[config.mk]
export PLATFORM = sky130hd
export DESIGN_NAME = lcd_mode_timing_and_registers
export DESIGN_NICKNAME = d
export VERILOG_FILES = /design/src/sv/lcdmt_pkg.sv /design/src/sv/lcd_mode_timing_and_registers.sv
export VERILOG_INCLUDE_DIRS = /design/src /design/src/sv
export SDC_FILE = /design/constraint.sdc
export NUM_CORES = 1
export LEC_CHECK = 0
export ABC_CLOCK_PERIOD_IN_PS = 5700
export BUFFER_PORTS_ARGS = -buffer_cell sky130_fd_sc_hd__buf_2
export CAP_MARGIN = 0
export CORE_MARGIN = 5
export CORE_UTILIZATION = 52
export DETAILED_ROUTE_END_ITERATION = 8
export GPL_TIMING_DRIVEN = 0
export PLACE_DENSITY_LB_ADDON = 0.12
export SKIP_LAST_GASP = 1
export SYNTH_ARGS = -nofsm -noshare
export SYNTH_HDL_FRONTEND = slang
export SYNTH_SLANG_ARGS = --single-unit
[constraint.sdc]
create_clock -name clk -period 5.7 [get_ports clk]
set_input_delay 0.57 -clock clk [delete_from_list [all_inputs] [get_ports clk]]
set_output_delay 0.57 -clock clk [all_outputs]
set_load 0.02 [all_outputs]
[src/sv/assert_macros.svh]
// assertion helpers shared by the rtl
`ifndef ASSERT_MACROS_SVH
`define ASSERT_MACROS_SVH

// same-cycle implication, held off during reset
`define ASSERT_IMP(label, clk, rst, ante, cons) \
  label: assert property (@(posedge clk) disable iff (rst) (ante) |-> (cons)) \
    else $error("implication check failed");

// next-cycle implication, held off during reset
`define ASSERT_NEXT(label, clk, rst, ante, cons) \
  label: assert property (@(posedge clk) disable iff (rst) (ante) |=> (cons)) \
    else $error("next-cycle check failed");

`endif

[src/sv/lcdmt_pkg.sv]
package lcdmt_pkg;

  localparam int KIND_W  = 2;
  localparam int SEL_W   = 4;
  localparam int BYTE_W  = 8;
  localparam int CFG_W   = 10;
  localparam int CIDX_W  = 2;
  localparam int ACC_W   = 16;
  localparam int MODE_W  = 2;
  localparam int IN_W    = 24;
  localparam int OUT_W   = 24;

  // item kinds
  localparam logic [KIND_W-1:0] KIND_TICK  = 2'd0;
  localparam logic [KIND_W-1:0] KIND_READ  = 2'd1;
  localparam logic [KIND_W-1:0] KIND_WRITE = 2'd2;

  // display register selectors
  localparam logic [SEL_W-1:0] REG_CONTROL = 4'd0;
  localparam logic [SEL_W-1:0] REG_STATUS  = 4'd1;
  localparam logic [SEL_W-1:0] REG_SCROLLY = 4'd2;
  localparam logic [SEL_W-1:0] REG_SCROLLX = 4'd3;
  localparam logic [SEL_W-1:0] REG_LINE    = 4'd4;
  localparam logic [SEL_W-1:0] REG_COMPARE = 4'd5;
  localparam logic [SEL_W-1:0] REG_DMA     = 4'd6;
  localparam logic [SEL_W-1:0] REG_BGPAL   = 4'd7;
  localparam logic [SEL_W-1:0] REG_OBPAL0  = 4'd8;
  localparam logic [SEL_W-1:0] REG_OBPAL1  = 4'd9;
  localparam logic [SEL_W-1:0] REG_WINY    = 4'd10;
  localparam logic [SEL_W-1:0] REG_WINX    = 4'd11;

  // timing register indexes
  localparam logic [CIDX_W-1:0] CFG_HBLANK = 2'd0;
  localparam logic [CIDX_W-1:0] CFG_VBLANK = 2'd1;
  localparam logic [CIDX_W-1:0] CFG_OAM    = 2'd2;
  localparam logic [CIDX_W-1:0] CFG_XFER   = 2'd3;

  localparam logic [CFG_W-1:0] HBLANK_RST = 10'd204;
  localparam logic [CFG_W-1:0] VBLANK_RST = 10'd456;
  localparam logic [CFG_W-1:0] OAM_RST    = 10'd80;
  localparam logic [CFG_W-1:0] XFER_RST   = 10'd172;

  // status register layout
  localparam logic [BYTE_W-1:0] ST_WRITABLE = 8'hF8;
  localparam logic [BYTE_W-1:0] ST_READONLY = 8'h07;
  localparam int ST_COINC_BIT = 2;
  localparam int ST_HBL_BIT   = 3;
  localparam int ST_VBL_BIT   = 4;
  localparam int ST_OAM_BIT   = 5;
  localparam int ST_LYC_BIT   = 6;

  // mode codes as seen on the bus
  localparam logic [MODE_W-1:0] MODE_HBLANK = 2'd0;
  localparam logic [MODE_W-1:0] MODE_VBLANK = 2'd1;
  localparam logic [MODE_W-1:0] MODE_OAM    = 2'd2;
  localparam logic [MODE_W-1:0] MODE_XFER   = 2'd3;

  typedef enum logic [3:0] {
    VM_HBLANK = 4'b0001,
    VM_VBLANK = 4'b0010,
    VM_OAM    = 4'b0100,
    VM_XFER   = 4'b1000
  } vmode_t;

  function automatic logic [MODE_W-1:0] vmode_code(input vmode_t vm);
    logic [MODE_W-1:0] code;
    unique case (vm)
      VM_HBLANK: code = MODE_HBLANK;
      VM_VBLANK: code = MODE_VBLANK;
      VM_OAM:    code = MODE_OAM;
      VM_XFER:   code = MODE_XFER;
      default:   code = MODE_OAM;
    endcase
    return code;
  endfunction

endpackage

[src/sv/lcd_mode_timing_and_registers.sv]
// channel  | beat fields, low bit first
// ---------+-------------------------------------------------------------
// s_axis   | tuser: kind[1:0]; tdata: reg_select[3:0] write_data[11:4]
//          |        cycles[19:12], zero pad to 24 bits
// m_axis   | tdata: read_data[7:0] vblank_irq[8] lcd_irq[9] dma_start[10]
//          |        dma_page[18:11] mode[20:19], zero pad to 24 bits
// cfg      | cfg_write, cfg_index (0 hblank, 1 vblank line, 2 oam, 3 xfer),
//          | cfg_data (10 bits)
//
// one beat in and one beat out per cycle when both sides flow; a beat
// is resolved against the mode timer and register file while it sits in
// the input register, and lands in the output register
// reset (rst, synchronous) restores the timing registers, the display
// registers and oam search mode and empties both pipeline registers
// a stalled output holds its beat; the input register keeps taking beats as
// long as the output register can drain or is empty
`include "assert_macros.svh"

module lcd_mode_timing_and_registers #(
  parameter int VBLANK_FIRST_LINE = 144,
  parameter int LAST_LINE         = 153
) (
  input  logic                          clk,
  input  logic                          rst,
  input  logic                          s_axis_tvalid,
  output logic                          s_axis_tready,
  // reg_select, write_data, cycles, pad
  input  logic [lcdmt_pkg::IN_W-1:0]    s_axis_tdata,
  // kind
  input  logic [lcdmt_pkg::KIND_W-1:0]  s_axis_tuser,
  output logic                          m_axis_tvalid,
  input  logic                          m_axis_tready,
  // read_data, vblank_irq, lcd_irq, dma_start, dma_page, mode, pad
  output logic [lcdmt_pkg::OUT_W-1:0]   m_axis_tdata,
  input  logic                          cfg_write,
  input  logic [lcdmt_pkg::CIDX_W-1:0]  cfg_index,
  input  logic [lcdmt_pkg::CFG_W-1:0]   cfg_data
);

  import lcdmt_pkg::*;

  localparam logic [BYTE_W-1:0] VBL_LINE  = BYTE_W'(VBLANK_FIRST_LINE);
  localparam logic [BYTE_W-1:0] LAST_LINE_B = BYTE_W'(LAST_LINE);

  // timing registers
  logic [CFG_W-1:0] hblank_cycles, vblank_line_cycles, oam_search_cycles, transfer_cycles;

  // mode timer and display register file
  vmode_t           vmode, vmode_next;
  logic [ACC_W-1:0] cycle_accum, cycle_accum_next;
  logic [BYTE_W-1:0] line_counter, line_counter_next;
  logic [BYTE_W-1:0] lcd_control, lcd_control_next;
  logic [4:0]       status_en, status_en_next;   // status bits 7..3
  logic             coinc, coinc_next;           // status bit 2
  logic [BYTE_W-1:0] view_y, view_y_next;
  logic [BYTE_W-1:0] view_x, view_x_next;
  logic [BYTE_W-1:0] line_compare, line_compare_next;
  logic [BYTE_W-1:0] bg_palette, bg_palette_next;
  logic [BYTE_W-1:0] obj_palette0, obj_palette0_next;
  logic [BYTE_W-1:0] obj_palette1, obj_palette1_next;
  logic [BYTE_W-1:0] window_y, window_y_next;
  logic [BYTE_W-1:0] window_x, window_x_next;

  // input register
  logic              in_valid;
  logic [KIND_W-1:0] in_kind;
  logic [SEL_W-1:0]  in_sel;
  logic [BYTE_W-1:0] in_wdata;
  logic [BYTE_W-1:0] in_cyc;

  // result of the beat held in the input register
  logic [BYTE_W-1:0] rd_data;
  logic              vbl_irq, stat_irq, dma_req;
  logic [BYTE_W-1:0] dma_byte;

  // output register
  logic [BYTE_W-1:0] o_read_data, o_dma_page;
  logic              o_vblank_irq, o_lcd_irq, o_dma_start;
  logic [MODE_W-1:0] o_mode;

  logic advance;
  logic [BYTE_W-1:0] status_byte;

  assign advance       = in_valid && (!m_axis_tvalid || m_axis_tready);
  assign s_axis_tready = !in_valid || advance;
  assign status_byte   = {status_en, coinc, vmode_code(vmode)};

  // timing registers take writes whenever offered
  always_ff @(posedge clk) begin
    if (rst) begin
      hblank_cycles      <= HBLANK_RST;
      vblank_line_cycles <= VBLANK_RST;
      oam_search_cycles  <= OAM_RST;
      transfer_cycles    <= XFER_RST;
    end else if (cfg_write) begin
      unique case (cfg_index)
        CFG_HBLANK: hblank_cycles      <= cfg_data;
        CFG_VBLANK: vblank_line_cycles <= cfg_data;
        CFG_OAM:    oam_search_cycles  <= cfg_data;
        CFG_XFER:   transfer_cycles    <= cfg_data;
        default:    ;
      endcase
    end
  end

  // input register
  always_ff @(posedge clk) begin
    if (rst) begin
      in_valid <= 1'b0;
    end else if (s_axis_tready) begin
      in_valid <= s_axis_tvalid;
    end
  end

  always_ff @(posedge clk) begin
    if (s_axis_tready && s_axis_tvalid) begin
      in_kind  <= s_axis_tuser;
      in_sel   <= s_axis_tdata[3:0];
      in_wdata <= s_axis_tdata[11:4];
      in_cyc   <= s_axis_tdata[19:12];
    end
  end

  // single pass: tick timing, register read, register write
  always_comb begin
    logic [ACC_W:0]    sum;
    logic [ACC_W-1:0]  acc_sat;
    logic [ACC_W-1:0]  limit;
    logic [ACC_W-1:0]  acc_sub;
    logic              fire;
    logic [BYTE_W-1:0] line_inc;
    logic              hit_inc;
    logic [BYTE_W-1:0] st_wr;

    vmode_next        = vmode;
    cycle_accum_next  = cycle_accum;
    line_counter_next = line_counter;
    lcd_control_next  = lcd_control;
    status_en_next    = status_en;
    coinc_next        = coinc;
    view_y_next       = view_y;
    view_x_next       = view_x;
    line_compare_next = line_compare;
    bg_palette_next   = bg_palette;
    obj_palette0_next = obj_palette0;
    obj_palette1_next = obj_palette1;
    window_y_next     = window_y;
    window_x_next     = window_x;
    rd_data  = '0;
    vbl_irq  = 1'b0;
    stat_irq = 1'b0;
    dma_req  = 1'b0;
    dma_byte = '0;

    // saturating accumulate
    sum     = {1'b0, cycle_accum} + {{(ACC_W+1-BYTE_W){1'b0}}, in_cyc};
    acc_sat = sum[ACC_W] ? {ACC_W{1'b1}} : sum[ACC_W-1:0];

    unique case (vmode)
      VM_HBLANK: limit = ACC_W'(hblank_cycles);
      VM_VBLANK: limit = ACC_W'(vblank_line_cycles);
      VM_OAM:    limit = ACC_W'(oam_search_cycles);
      VM_XFER:   limit = ACC_W'(transfer_cycles);
      default:   limit = ACC_W'(oam_search_cycles);
    endcase
    fire     = acc_sat >= limit;
    acc_sub  = acc_sat - limit;
    line_inc = line_counter + 8'd1;
    hit_inc  = line_inc == line_compare;
    st_wr    = (status_byte & ST_READONLY) | (in_wdata & ST_WRITABLE);

    case (in_kind)
      KIND_TICK: begin
        cycle_accum_next = acc_sat;
        unique case (vmode)
          VM_HBLANK: begin
            if (fire) begin
              cycle_accum_next  = acc_sub;
              line_counter_next = line_inc;
              coinc_next        = hit_inc;
              if (hit_inc && status_en[ST_LYC_BIT-3]) stat_irq = 1'b1;
              if (line_inc == VBL_LINE) begin
                vbl_irq = 1'b1;
                if (status_en[ST_VBL_BIT-3]) stat_irq = 1'b1;
                vmode_next = VM_VBLANK;
              end else begin
                if (status_en[ST_OAM_BIT-3]) stat_irq = 1'b1;
                vmode_next = VM_OAM;
              end
            end
          end
          VM_VBLANK: begin
            if (fire) begin
              cycle_accum_next  = acc_sub;
              line_counter_next = line_inc;
              coinc_next        = hit_inc;
              if (hit_inc && status_en[ST_LYC_BIT-3]) stat_irq = 1'b1;
            end
            // frame end, checked even on a tick that did not step the line
            if (line_counter_next > LAST_LINE_B) begin
              cycle_accum_next  = '0;
              line_counter_next = '0;
              coinc_next        = line_compare == '0;
              if (coinc_next && status_en[ST_LYC_BIT-3]) stat_irq = 1'b1;
              if (status_en[ST_OAM_BIT-3]) stat_irq = 1'b1;
              vmode_next = VM_OAM;
            end
          end
          VM_OAM: begin
            if (fire) begin
              cycle_accum_next = acc_sub;
              vmode_next       = VM_XFER;
            end
          end
          VM_XFER: begin
            if (fire) begin
              cycle_accum_next = acc_sub;
              if (status_en[ST_HBL_BIT-3]) stat_irq = 1'b1;
              vmode_next = VM_HBLANK;
            end
          end
          default: ;
        endcase
      end
      KIND_READ: begin
        unique case (in_sel)
          REG_CONTROL: rd_data = lcd_control;
          REG_STATUS:  rd_data = status_byte;
          REG_SCROLLY: rd_data = view_y;
          REG_SCROLLX: rd_data = view_x;
          REG_LINE:    rd_data = line_counter;
          REG_COMPARE: rd_data = line_compare;
          REG_BGPAL:   rd_data = bg_palette;
          REG_OBPAL0:  rd_data = obj_palette0;
          REG_OBPAL1:  rd_data = obj_palette1;
          REG_WINY:    rd_data = window_y;
          REG_WINX:    rd_data = window_x;
          default:     rd_data = '0;
        endcase
      end
      KIND_WRITE: begin
        unique case (in_sel)
          REG_CONTROL: lcd_control_next = in_wdata;
          REG_STATUS:  status_en_next   = st_wr[7:3];
          REG_SCROLLY: view_y_next      = in_wdata;
          REG_SCROLLX: view_x_next      = in_wdata;
          REG_LINE:    line_counter_next = '0;
          REG_COMPARE: line_compare_next = in_wdata;
          REG_DMA: begin
            dma_req  = 1'b1;
            dma_byte = in_wdata;
          end
          REG_BGPAL:   bg_palette_next   = in_wdata;
          REG_OBPAL0:  obj_palette0_next = in_wdata;
          REG_OBPAL1:  obj_palette1_next = in_wdata;
          REG_WINY:    window_y_next     = in_wdata;
          REG_WINX:    window_x_next     = in_wdata;
          default:     ;
        endcase
      end
      default: ;
    endcase
  end

  // state commits only when the beat moves on to the output register
  always_ff @(posedge clk) begin
    if (rst) begin
      vmode        <= VM_OAM;
      cycle_accum  <= '0;
      line_counter <= '0;
      lcd_control  <= '0;
      status_en    <= '0;
      coinc        <= 1'b0;
      view_y       <= '0;
      view_x       <= '0;
      line_compare <= '0;
      bg_palette   <= '0;
      obj_palette0 <= '0;
      obj_palette1 <= '0;
      window_y     <= '0;
      window_x     <= '0;
    end else if (advance) begin
      vmode        <= vmode_next;
      cycle_accum  <= cycle_accum_next;
      line_counter <= line_counter_next;
      lcd_control  <= lcd_control_next;
      status_en    <= status_en_next;
      coinc        <= coinc_next;
      view_y       <= view_y_next;
      view_x       <= view_x_next;
      line_compare <= line_compare_next;
      bg_palette   <= bg_palette_next;
      obj_palette0 <= obj_palette0_next;
      obj_palette1 <= obj_palette1_next;
      window_y     <= window_y_next;
      window_x     <= window_x_next;
    end
  end

  // output register
  always_ff @(posedge clk) begin
    if (rst) begin
      m_axis_tvalid <= 1'b0;
    end else if (!m_axis_tvalid || m_axis_tready) begin
      m_axis_tvalid <= in_valid;
    end
  end

  always_ff @(posedge clk) begin
    if (advance) begin
      o_read_data  <= rd_data;
      o_vblank_irq <= vbl_irq;
      o_lcd_irq    <= stat_irq;
      o_dma_start  <= dma_req;
      o_dma_page   <= dma_byte;
      o_mode       <= vmode_code(vmode_next);
    end
  end

  assign m_axis_tdata = {3'b000, o_mode, o_dma_page, o_dma_start, o_lcd_irq,
                         o_vblank_irq, o_read_data};

  // a vblank request always leaves the timer in vblank
  `ASSERT_IMP(a_vbl_mode, clk, rst, m_axis_tvalid && o_vblank_irq, o_mode == MODE_VBLANK)
  // no page byte without a dma request
  `ASSERT_IMP(a_dma_page, clk, rst, m_axis_tvalid && !o_dma_start, o_dma_page == '0)
  // a held beat with an empty output stage always moves on
  `ASSERT_NEXT(a_advance, clk, rst, in_valid && !m_axis_tvalid, m_axis_tvalid)

endmodule
=== Word-level counts from Yosys, hierarchy flattened ===
Index checks and enable logic that the tools add are counted.
Widths: inputs -> output; s select.

* Add/subtract/negate cells: 3
* Multipliers: 0
* Divide/modulo/power cells: 0
* $lt $le $gt $ge: 2
* Eq/ne operators: 27
* Shift-type cells: 0
* Muxes and demuxes: 39
* Bitwise operators: 1
* Reduce and logical (&&, ||, !) cells: 34

{| class="wikitable"
|+ Operator list
! operator !! count
|-
| $pmux 8 s11 || 1
|-
| $mux 16 || 3
|-
| $mux 8 || 5
|-
| $reduce_and 3->1 || 12
|-
| $pmux 16 s2 || 1
|-
| $pmux 8 s2 || 2
|-
| $pmux 10 s3 || 1
|-
| $eq 4x4->1 const B || 6
|-
| $eq 4x3->1 const B || 5
|-
| $mux 4 || 5
|-
| $add 16x8->17 || 1
|-
| $eq 4x2->1 const B || 4
|-
| $ge 16x16->1 || 1
|-
| $pmux 4 s4 || 1
|-
| $sub 16x16->16 || 1
|-
| $mux 1 || 15
|-
| $eq 4x1->1 const B || 3
|-
| $pmux 2 s3 || 2
|-
| $reduce_and 2->1 || 6
|-
| $add 8x1->8 const B || 1
|-
| $eq 8x8->1 || 1
|-
| $eq 8x8->1 const B || 1
|-
| $gt 8x8->1 const B || 1
|-
| $logic_not 8->1 || 1
|-
| 16 further kinds || 26
|}

* Register bits after elaboration: 191
* Bits in latches: 0
* RAM bits: 0
* ROM bits: 0
* Input bits: 43
* Output and inout bits: 26
* Logic and storage cells: 136
* Memories kept: 0

=== Longest topological paths before layout ===
* Word-level depth: 12
* Gate-level depth with buffers: 20
* Gate-level depth less buffers: 18

=== Least setup slack after synthesis ===
OpenSTA, ideal clock, no wires.

* Kind: register -> register
* Start point: register in_cyc[0]
* End point: register o_mode[1], data pin
* Setup time: 0.269 ns
* Arrival: 4.719 ns
* Required time: 5.431 ns
* Setup slack: 0.712 ns
* Stages on the path, launching flop included: 18
* Buffers on the path: 1
* Period minus slack after synthesis: 4.988 ns
* Path through: edfxtp_1 -> ha_1 -> fa_1 -> a211oi_1 -> o211a_1 -> or3_1 -> clkbuf_1 -> nand2_1 -> ha_1 -> a21o_1 -> a21o_1 -> a211o_1 -> or4_4 -> a211oi_4 -> mux2i_1 -> a211o_1 -> mux2_2 -> nand3b_1

* Cells in the longest elaborated chain, start to end: 12
* Elaborated cells on any way between the ends: 17
* Classes of those cells: add/sub: 1; order compare: 2; eq/ne: 3; mux: 11

{| class="wikitable"
|+ Ends and longest elaborated chain
! what !! RTL line !! RTL
|-
| start, declared || lcd_mode_timing_and_registers.sv:69 || <nowiki>logic [BYTE_W-1:0] in_cyc;</nowiki>
|-
| start signal, assigned || lcd_mode_timing_and_registers.sv:120 || <nowiki>in_cyc <= s_axis_tdata[19:12];</nowiki>
|-
| $add 16x8->17 * || lcd_mode_timing_and_registers.sv:156 || <nowiki>sum = {1'b0, cycle_accum} + {{(ACC_W+1-BYTE_W){1'b0}}, in_cyc};</nowiki>
|-
| $mux 16 * || lcd_mode_timing_and_registers.sv:157 || <nowiki>acc_sat = sum[ACC_W] ? {ACC_W{1'b1}} : sum[ACC_W-1:0];</nowiki>
|-
| $ge 16x16->1 * || lcd_mode_timing_and_registers.sv:166 || <nowiki>fire = acc_sat >= limit;</nowiki>
|-
| $mux 8 || lcd_mode_timing_and_registers.sv:193 || <nowiki>if (fire) begin</nowiki>
|-
| $mux 8 || lcd_mode_timing_and_registers.sv:175 || <nowiki>unique case (vmode)</nowiki>
|-
| $mux 8 || lcd_mode_timing_and_registers.sv:172 || <nowiki>case (in_kind)</nowiki>
|-
| $gt 8x8->1 || lcd_mode_timing_and_registers.sv:200 || <nowiki>if (line_counter_next > LAST_LINE_B) begin</nowiki>
|-
| $mux 4 || lcd_mode_timing_and_registers.sv:200 ||
|-
| $pmux 4 s4 * || lcd_mode_timing_and_registers.sv:175 ||
|-
| $mux 4 * || lcd_mode_timing_and_registers.sv:172 ||
|-
| $eq 4x4->1 (tied with other cells) || lcdmt_pkg.sv:67 || <nowiki>unique case (vm)</nowiki>
|-
| $pmux 2 s3 * || lcdmt_pkg.sv:67 ||
|-
| end signal, assigned || lcd_mode_timing_and_registers.sv:316 || <nowiki>o_mode <= vmode_code(vmode_next);</nowiki>
|-
| end, declared || lcd_mode_timing_and_registers.sv:79 || <nowiki>logic [MODE_W-1:0] o_mode;</nowiki>
|}

Every way passes the cells marked *; elsewhere a longest branch is shown, timed or not. The select of a mux whose other input is x is not followed.
A chain may end at the register's enable or synchronous reset.

=== Final worst setup path ===
* Start point: register in_cyc[0]
* End point: register o_lcd_irq, data pin

* Cells in the longest elaborated chain, start to end: 9
* Elaborated cells on any way between the ends: 14
* Classes of those cells: add/sub: 1; order compare: 2; mux: 11

{| class="wikitable"
|+ Ends and longest elaborated chain
! what !! RTL line !! RTL
|-
| $add 16x8->17 * || lcd_mode_timing_and_registers.sv:156 ||
|-
| $mux 16 * || lcd_mode_timing_and_registers.sv:157 ||
|-
| $ge 16x16->1 * || lcd_mode_timing_and_registers.sv:166 ||
|-
| $mux 8 || lcd_mode_timing_and_registers.sv:193 ||
|-
| $mux 8 || lcd_mode_timing_and_registers.sv:175 ||
|-
| $mux 8 || lcd_mode_timing_and_registers.sv:172 ||
|-
| $gt 8x8->1 || lcd_mode_timing_and_registers.sv:200 ||
|-
| $mux 1 || lcd_mode_timing_and_registers.sv:200 ||
|-
| $pmux 1 s3 * || lcd_mode_timing_and_registers.sv:175 ||
|-
| end signal, assigned || lcd_mode_timing_and_registers.sv:313 || <nowiki>o_lcd_irq <= stat_irq;</nowiki>
|-
| end, declared || lcd_mode_timing_and_registers.sv:78 || <nowiki>logic o_vblank_irq, o_lcd_irq, o_dma_start;</nowiki>
|}

Marks and branches as above.

==> flow_summary.toml <==
[clock_tree]
clock-sinks = 191
clock-root-buffer = "clkbuf_16"
cts_buffers = 17
clkTransAtPathRegs_ns = 0.07
clock_latency_ns = 0.45
cts_max_level = 4
clockBufferDepth = 2
cts_tree = "built"

[sta]
rsz0062_at_grt = "no"
fin_setup_tns_ns = 0
setup_viol = 0
hold_viol = 0
min_period_ns = 5.47
maxSlewViolCount = 0
finalWorstSetupSlack_ns = 0.228
fmax_mhz = 183
fin_crit_sh = 0.960
tightest_slew_ns = 1.30
fin_skew_ns = 0.0134
relSlewSlack = 0.131

[pwr]
p_comb_frac = 0.145
power.density_nw_per_um2 = 269
p_leak_uw = 0.00412
p_switching_uw = 873
total_power_uw = 3030
swShare = 0.288
max-vdd-ir-drop_mv = 0.227
power_frac_seq = 0.473
intPower_uw = 2160
pwr-share-clk = 0.382

[yosys]
syn-cell-area_um2 = 9980
yosysTopAreaCell = "dfxtp_1"
ys.flop_type = "dfxtp_1"
synth_cell_types = 73
synthTopCellsByArea = "dfxtp_1 30%, edfxtp_1 13%, mux2i_1 11%, nor2_1 5.9%, nand2_1 4.4%"
synth-seq-cells = 191
ys_seq_area_frac = 0.426
ys_warn_count = 0
synthArstFlopShare = 0
synth_area_per_cell_um2 = 8.93
postSynthCellCount = 1118
synth_edf_count = 43
yosysTopAreaCellShare = 0.297

[placement]
port_buffers = 60
routabilityCongestion = 0.934
place_area_um2 = 10600
place_worst_setup_slack_ns = -0.310
hpwl_um = 20600

[worst_setup_path]
crit-reg2reg-launch = "in_cyc[0]"
start_kind = "flop"
crit_fanout = 10
cp-startpoint = "in_cyc[0]"
critPathCaptureType = "flop"
required_ns = 5.88
r2r_slack_ns = 0.23
reg2regPathDepth = 17
critical_path_arrival_ns = 5.65
rr_endpoint = "o_lcd_irq"
path_class = "flop to flop"

[worst_hold_path]
hp-class = "primary input to flop"
holdPathStages = 1
min_from = "s_axis_tdata[0]"
hold_path_end = "in_sel[0]"

[global_routing]
grtUsageTotal = 0.261
grt_start_max_net_pins = 26
grt_overflow = 0
grt_pass1_vias = 8048
antenna_found_initial = 0
grt_pass1_wl_um = 45100

[die]
dieHeight_um = 149
design.portCount = 69
die_w_um = 149
core_um2 = 18800
row_count = 50
dieArea_um2 = 22100
start_util = 0.530

[finish]
drive_above_1_share = 0.121
finalNetCount = 1267
diodes = 0
final_util = 0.599
area_growth_pct = 12.9
finish.instance_area_um2 = 11300

[detailed_routing]
wl_um = 29100
post_drt_wl_per_cell_um = 19.7
antenna_left = 0
num_vias = 8851
route.detailed.drc = 0
drt_iter0_drc = 972
drtPass1Iterations = 6
vias_per_cell = 5.99

[status]
status = "finished clean"

[job]
cap_violations = 0
cells in the mapped netlist, types with 12 or more instances:
cell type	instances
o21ai_0	48
inv_1	15
dfxtp_1	148
nor3_1	22
xnor2_1	18
mux2_2	14
mux2i_1	107
ha_1	18
nor2_1	156
and2_1	14
edfxtp_1	43
a21oi_1	70
a211oi_1	13
xor2_1	15
nand2b_1	13
nand3_1	30
nand2_1	118
clkbuf_1	49
buf_1	12
power by group through the flow:
stage                     combinational [µW]  sequential [µW]  clock, µW
after floorplan                          289             1470          0
after global placement                   417             1470          0
after detailed placement                 417             1470          0
after CTS                                421             1430       1170
after global routing                     476             1440       1220
final                                    438             1430       1160
state kept, by name, indices dropped and copies added (netlist names), 4 cells and up:
register	flops
status_en	5
in_cyc	8
oam_search_cycles	10
obj_palette0	8
obj_palette1	8
cycle_accum	16
line_compare	8
o_read_data	8
window_y	8
o_dma_page	8
window_x	8
hblank_cycles	10
lcd_control	8
vblank_line_cycles	10
view_x	8
in_sel	4
transfer_cycles	10
vmode	4
in_wdata	8
view_y	8
line_counter	8
bg_palette	8
worst max-delay path: stages, from the launching register on:
cell	delay, ns
edfxtp_1	0.38
ha_1	0.24
fa_1	0.47
a211oi_2	0.29
o211a_2	0.30
or3_1	0.22
clkbuf_4	0.24
nand2_1	0.14
ha_1	0.40
a21o_1	0.20
a21o_1	0.18
a211o_1	0.32
or4_4	0.45
a211oi_4	0.38
mux2_2	0.41
nand2_1	0.21
o32ai_1	0.12
and3b_1	0.25
per-stage QoR:
stage,hold WS (ns),cells
after floorplan,0.436,1120
after global placement,0.444,1440
after detailed placement,0.446,1441
after CTS,0.287,1473
after global routing,0.285,1477
final,0.299,1477
worst max path at each step:
| stage | end | slack [ns] |
|---|---|---|
| final | o_lcd_irq | 0.23 |
| after global routing | o_lcd_irq | 0.002 |
| after CTS | o_mode[1] | 0.12 |
| after detailed placement | cycle_accum[5] | -0.31 |
| after global placement | cycle_accum[4] | -0.34 |
| after floorplan | o_mode[1] | 0.71 |
placed cells by master (no fill, tap or decap), types with 10 or more instances in the layout:
cell	count
inv_1	15
nand2b_1	13
edfxtp_1	43
a21oi_1	69
a22oi_1	11
nand3_1	30
o21ai_0	48
buf_4	10
mux2_2	14
xor2_1	15
buf_2	65
clkbuf_16	17
a21o_1	11
ha_1	18
and2_1	14
xnor2_1	18
buf_1	12
clkbuf_1	48
dfxtp_1	148
a211oi_1	12
nor2_1	155
nand2_1	118
mux2i_1	106
nor3_1	20
repair_timing:
item | CTS | global route
endpoints found under the setup margin | 14 | 21
gates resized for setup | 3 | 10
pin swaps | 0 | 1
hold buffers | 0 | 0
setup buffers | 0 | 4
cell families (layout without fill, tap and decap cells):
group           Yosys count  after routing  synth area share
simple gates            418            418             0.195
mux                     122            122             0.125
buf+inv                  90            187            0.0368
fa+ha+maj                20             20            0.0266
compound gates          243            243             0.161
other cells               1              3          0.000376
xor+xnor                 33             33            0.0290
flops                   191            191             0.426
routing by layer:
| layer | track usage | up-vias | part of all wire |
|---|---|---|---|
| met1 | 0.396 | 4231 | 0.48 |
| li1 | - | 4196 | - |
| met5 | 0 | - | 0 |
| met2 | 0.381 | 383 | 0.43 |
| met4 | 0.0637 | 0 | 0.014 |
| met3 | 0.0509 | 41 | 0.080 |
area by class of cell:
cell class                      instances  area (µm²)
Fill cell                            1722        7560
Multi-Input combinational cell        839        5420
Sequential cell                       191        4250
Clock buffer                           19         443
Timing Repair Buffer                   65         342
Tap cell                              260         325
Buffer                                 73         309
Clock inverter                         13         119
Inverter                               17        63.8
Note: power is estimated with default switching activity, not from simulation.
